### src/rtl/core/lfsp_pkg.sv
// Package of the line framer slot pool: payload types, codes and defaults.
package lfsp_pkg;

	localparam int SLOTS_DEF      = 8;
	localparam int LINE_BYTES_DEF = 160;

	localparam logic [1:0] ACT_BYTE = 2'd0;
	localparam logic [1:0] ACT_REL  = 2'd1;
	localparam logic [1:0] ACT_READ = 2'd2;
	localparam logic [1:0] ACT_DISC = 2'd3;

	localparam logic [1:0] KIND_LINE  = 2'd0;
	localparam logic [1:0] KIND_ERROR = 2'd1;
	localparam logic [1:0] KIND_READ  = 2'd2;

	localparam logic [7:0] CHAR_CR = 8'h0D;
	localparam logic [7:0] CHAR_LF = 8'h0A;

	typedef struct packed {
		logic [1:0] action;
		logic [7:0] rx_byte;
		logic [2:0] slot_sel;
		logic [7:0] byte_offset;
	} item_t;

	typedef struct packed {
		logic [1:0] kind;
		logic [2:0] slot;
		logic [7:0] line_length;
		logic [7:0] read_data;
	} result_t;

	// Commands from the sequencer to the slot pool.
	typedef struct packed {
		logic rel;
		logic take;
		logic start;
		logic step;
	} pool_ctl_t;

	// Status of the current search candidate.
	typedef struct packed {
		logic cand_free;
		logic last;
	} pool_sts_t;

endpackage

### src/rtl/core/lfsp_slot_pool.sv
// Busy map, next pointer and the round-robin search step unit of the slot pool.
module lfsp_slot_pool #(
	parameter int SLOTS = lfsp_pkg::SLOTS_DEF,
	localparam int SW = (SLOTS > 1) ? $clog2(SLOTS) : 1
) (
	input  logic                clk,
	input  logic                arst_n,
	input  lfsp_pkg::pool_ctl_t ctl,
	input  logic [SW-1:0]       rel_idx,
	output lfsp_pkg::pool_sts_t sts,
	output logic [SW-1:0]       cand
);
	import lfsp_pkg::*;

	logic [SLOTS-1:0] busy_q;
	logic [SW-1:0]    next_q;
	logic [SW-1:0]    cand_q;
	logic [SW-1:0]    cnt_q;
	logic [SW-1:0]    cand_inc;

	// Wrapping increment of the candidate, shared by the search step and the pointer update.
	assign cand_inc = (cand_q == SW'(SLOTS - 1)) ? '0 : cand_q + 1'b1;

	assign sts.cand_free = ~busy_q[cand_q];
	assign sts.last      = (cnt_q == SW'(SLOTS - 1));
	assign cand          = cand_q;

	always_ff @(posedge clk or negedge arst_n) begin
		if (!arst_n) begin
			busy_q <= '0;
			next_q <= '0;
			cand_q <= '0;
			cnt_q  <= '0;
		end else begin
			if (ctl.rel) begin
				busy_q[rel_idx] <= 1'b0;
			end
			if (ctl.take) begin
				busy_q[cand_q] <= 1'b1;
				next_q         <= cand_inc;
			end
			if (ctl.start) begin
				cand_q <= next_q;
				cnt_q  <= '0;
			end else if (ctl.step) begin
				cand_q <= cand_inc;
				cnt_q  <= cnt_q + 1'b1;
			end
		end
	end

endmodule

### config.mk
export PLATFORM = sky130hd
export DESIGN_NAME = lfsp_slot_pool
export DESIGN_NICKNAME = d
export VERILOG_FILES = /design/src/rtl/core/lfsp_pkg.sv /design/src/rtl/core/lfsp_slot_pool.sv
export SDC_FILE = /design/constraint.sdc
export NUM_CORES = 1
export LEC_CHECK = 0
export BUFFER_PORTS_ARGS = -buffer_cell sky130_fd_sc_hd__buf_2
export CAP_MARGIN = 30
export CORE_MARGIN = 2
export CORE_UTILIZATION = 54
export CTS_CLUSTER_SIZE = 10
export DETAILED_ROUTE_END_ITERATION = 6
export PLACE_DENSITY_LB_ADDON = 0.3
export SETUP_SLACK_MARGIN = 0.2
export SLEW_MARGIN = 20
export SYNTH_ARGS = -nofsm -noshare
export SYNTH_HDL_FRONTEND = slang
export SYNTH_SLANG_ARGS = --single-unit
### constraint.sdc
create_clock -name clk -period 1.45 [get_ports clk]
set_input_delay 0.145 -clock clk [delete_from_list [all_inputs] [get_ports clk]]
set_output_delay 0.145 -clock clk [all_outputs]
set_load 0.01 [all_outputs]
After elaboration in Yosys (flattened, before gate mapping). Index checks and enable logic that the tools add are counted.

Add/subtract/negate cells: 2. Multipliers: 0. Div/mod/pow operators: 0. $lt $le $gt $ge: 4. Equal/unequal tests: 2. Shift-type cells: 0. Mux-type cells: 13. Bitwise logic cells: 4. Reduce and logical (&&, ||, !) cells: 3.

Operators by type and width (count): $mux W8 (2); $mux W3 (5); $and A8 B8 Y8 (1); $lt A3 B4 Y1 const B (2); $not A8 Y8 (1); $or A8 B8 Y8 (1); $add A3 B1 Y3 const B (2); $demux W1 S3 (2); $eq A3 B3 Y1 const B (2); $ge A3 B1 Y1 const B (2); $bmux W1 S3 (1); $mux W1 (3); $logic_and A1 B1 Y1 (2); $reduce_bool A2 Y1 (1); $not A1 Y1 (1).

Register bits: 17. Latch bits: 0. Bits in writable memories: 0. Bits in read-only memories: 0. Input port bits: 9. Output and inout port bits: 5. Word-level logic and storage cells: 32. Memories kept: 0.

Depth between registers and ports, before layout.
Depth in word-level cells: 9. Mapped depth: 4. Depth with buffers taken out: 4.

Least setup slack after synthesis. OpenSTA, ideal clock, no wires.

Path type: reg-to-output. From: reg cand_q[1], in the netlist cand[1]. To: out sts[1] in the netlist's numbering. Arrival time: 1.260 ns. Data required time: 1.305 ns. Path slack: 0.045 ns. Stages on the path, launching flop included: 4. Path buffers: 1. Cells stage by stage: dfrtp_1 -> buf_6 -> mux4_2 -> mux2i_1.

RTL lines: start, declared (line lfsp_slot_pool.sv:17) `logic [SW-1:0] cand_q;`; start signal, assigned (line lfsp_slot_pool.sv:43) `cand_q <= next_q;`; start signal, assigned (line lfsp_slot_pool.sv:46) `cand_q <= cand_inc;`; end, declared (line lfsp_slot_pool.sv:10) `output lfsp_pkg::pool_sts_t sts,`.

==> impl_summary.txt <==
----------------------------------------------------
[Logic synthesis]
  Average instance area after synthesis ... 12.24 um2
  Share of synthesized flip-flops with an asynchronous set or reset ... 1.000
  Count of warnings emitted by yosys ... 0
  Number of synthesized register bits ... 17
  Number of enable-type register cells in the synthesized netlist ... 0
  Cell with the most instances after synthesis ... sky130_fd_sc_hd__dfrtp_1
  Biggest area contributors in the synthesized netlist ... sky130_fd_sc_hd__dfrtp_1 (48%), sky130_fd_sc_hd__ha_1 (5.6%), sky130_fd_sc_hd__mux2i_1 (5.6%)
  Cells after synthesis ... 73
  Top cell type's share of synthesized area ... 0.4762
  Post-synth top cells ... sky130_fd_sc_hd__dfrtp_1 (17), sky130_fd_sc_hd__mux2i_1 (5)
  Post-synthesis cell type with the largest combined area ... sky130_fd_sc_hd__dfrtp_1
  Syn Std Cell Area ... 893.4 um2
  Sequential-to-total area share from yosys stat ... 0.4762
  Main flop type after synthesis ... sky130_fd_sc_hd__dfrtp_1
  Yosys cell types ... 27
  Post-synthesis net count ... 86

[Layout]
  Filler Cells Inserted ... 116
  Signed area change from the synthesized netlist to the final layout ... 17.37%
  Non-Filler Cell Area, Final ... 1049 um2
  Final non-filler cell total ... 107
  Layout cells sized above 1 ... 0.3297
  Net total in the final layout ... 105
  Ant diodes ... 0

[STA]
  Highest achievable clock rate ... 601.3 MHz
  Final min period ... 1663 ps
  Relative max-transition margin ... 0.7542
  Endpoints failing hold ... 0
  Endpoints failing setup ... 1
  Setup skew after layout ... 1.078 ps
  Final cycle utilization of the critical path ... 1.147
  Worst-Margin Slew ... 368.7 ps
  Setup repair after global routing missed its margin ... yes
  Final Worst Setup Slack ... -213.0 ps
  Final Max Tran Viols ... 0

[Status]
  Violations in the final reports ... negative setup slack
  Run status ... finished, violations left

[Routing]
  DRC violations left ... 0
  DR vias/cell ... 6.187
  1st-pass router iterations ... 4
  Initial drt markers ... 13
  Total number of vias ... 662
  Avg WL per Cell ... 16.48 um
  Antenna-violating nets left ... 0
  Wire length reported by the detailed router ... 1.763 mm

[Global routing]
  Aggregate global routing overflow ... 0
  Via count of the first global-routing pass ... 636
  Global-route wire length before repair ... 2.891 mm
  All-Layer GR Usage ... 0.2022
  Maximum number of pins on one net before global-route repair ... 18
  Antenna violations before repair ... 0

[Floorplanning]
  Area of the core region ... 1524 um2
  Horizontal extent of the die ... 44.68 um
  Io pins ... 14
  Starting utilization of the core area ... 0.5862
  Area of the die ... 1996 um2
  Placement row count ... 14
  Vert. Die Dim ... 44.68 um

[Critical path]
  Start point of the critical path ... cand[0]
  Critical R2R Capture ... next_q[2]
  Critical register-to-register path startpoint ... cand[1]
  Signal arrival time at the worst endpoint ... 1520 ps
  Element type at the critical path start ... flop
  Setup slack of the most critical reg-to-reg path ... 60 ps
  Cells on worst reg2reg path ... 4
  Critical path destination ... sts[1]
  Crit end category ... output port
  Category of the most critical setup path ... reg -> out
  Highest net fanout along the worst path ... 4
  Critical Path RT ... 1310 ps

[Place]
  Port-buffer cells ... 13
  Number of instances in the placed design ... 100
  Area after detailed placement ... 968.4 um2
  DP HPWL ... 1.218 mm
  Placer Congestion ... 0.7487

[Pwr]
  Power density relative to cell area ... 1656 nW/um2
  Maximum vdd drop ... 0.8942 mV
  Total power consumption of the routed design ... 0.001736 W
  Leakage power ... 0.4746 nW

[Clock network]
  Insertion delay to the later sink of the worst-skew pair ... 280 ps
  CTS sink cnt ... 17
  Largest buffer count on any clock path ... 2
  Clock tree from TritonCTS ... built
  H-Tree Depth ... 1
  Reg clk slew, reported paths ... 90 ps
  Inserted Clock Buffers ... 3
  Cell at the root of the clock tree ... sky130_fd_sc_hd__clkbuf_4

[Hold path]
  Class of the worst hold path ... in -> reg

[Job]
  Max-cap violation count ... 0

----------------------------------------------------
metal layers:
layer	global-route usage	vias to the layer above	part of all wire
met5	0	-	0
met4	0.04848	0	0
met3	0.04898	0	0.032
met2	0.3188	11	0.49
met1	0.2812	338	0.47
li1	-	313	-
area by class of cell:
| class | count | area, um2 | area share |
|---|---|---|---|
| clock buffer | 4 | 26.28 | 0.02506 |
| inverter | 4 | 15.01 | 0.01432 |
| multi-input combinational | 47 | 442.9 | 0.4224 |
| sequential | 17 | 425.4 | 0.4057 |
| tap | 16 | 20.02 | 0.01909 |
| timing repair buffer | 19 | 118.9 | 0.1134 |
timing repair:
action | in CTS | in global routing
setup endpoints to repair | 5 | 5
hold buffers | 1 | 0
pin swaps | 1 | 0
hold endpoints to repair | 17 | 0
buffers inserted | 2 | 0
gates resized for setup | 6 | 0
through the flow:
| stage | TNS, ps | hold WS, ps | worst slack (ps) | util |
|---|---|---|---|---|
| after global routing | -293.4 | 130.0 | -293.4 | 0.6880 |
| final | -213.0 | 130.5 | -213.0 | 0.6880 |
| after detailed placement | 0 | 78.38 | 80.58 | 0.6355 |
| after floorplan | 0 | -150.6 | 54.97 | - |
| after CTS | -224.4 | 121.3 | -224.4 | 0.6880 |
| after global placement | 0 | 73.14 | 86.67 | 0.6355 |
power by group:
part / internal (W) / switching, W
registers: 0.000657 / 0.000147
logic: 0.000398 / 0.000292
clock network: 0.000107 / 0.000135
total: 0.00116 / 0.000575
state kept, by name, indices dropped and copies added (netlist names):
register	cells
busy_q	8
next_q	3
cand	3
cnt_q	3
placed cells by master (no fill, tap or decap), types with 3 or more instances in the layout:
master                     netlist  routed
sky130_fd_sc_hd__dfrtp_1        17      17
sky130_fd_sc_hd__buf_2           2      12
sky130_fd_sc_hd__buf_4           0       5
sky130_fd_sc_hd__nand2_1         4       4
sky130_fd_sc_hd__a32o_1          4       4
sky130_fd_sc_hd__inv_1           4       4
sky130_fd_sc_hd__mux2i_1         5       4
sky130_fd_sc_hd__nand4b_1        3       3
sky130_fd_sc_hd__nor2_1          3       3
sky130_fd_sc_hd__clkbuf_4        0       3
worst min-delay path by stage:
stage	start	to	slack [ps]	depth (start not counted)
3_5_place_dp	arst_n	busy_q[7]	80	1
5_1_grt	ctl[1]	cnt_q[0]	130	2
2_1_floorplan	arst_n	busy_q[0]	-150	0
4_1_cts	ctl[1]	cnt_q[0]	120	2
6_report	ctl[1]	cnt_q[0]	130	2
3_3_place_gp	arst_n	busy_q[7]	70	1
critical path, stage by stage, from the launching register on:
cell                      delay, ps
sky130_fd_sc_hd__dfrtp_1        420
sky130_fd_sc_hd__mux4_2         520
sky130_fd_sc_hd__mux2i_2        140
sky130_fd_sc_hd__buf_2          150
logic make-up (layout without fill, tap and decap cells):
family	count (synthesis)	count (layout)	synth area share
AND/OR/NAND/NOR	21	21	0.1569
flip-flops	17	17	0.4762
AO/OA/AOI/OAI	12	12	0.1121
multiplexers	9	9	0.1316
buffers and inverters	9	27	0.05741
adder cells (fa/ha/maj)	4	4	0.05602
XOR/XNOR	1	1	0.009806
No activity file was read; power rests on OpenSTA's default activity.
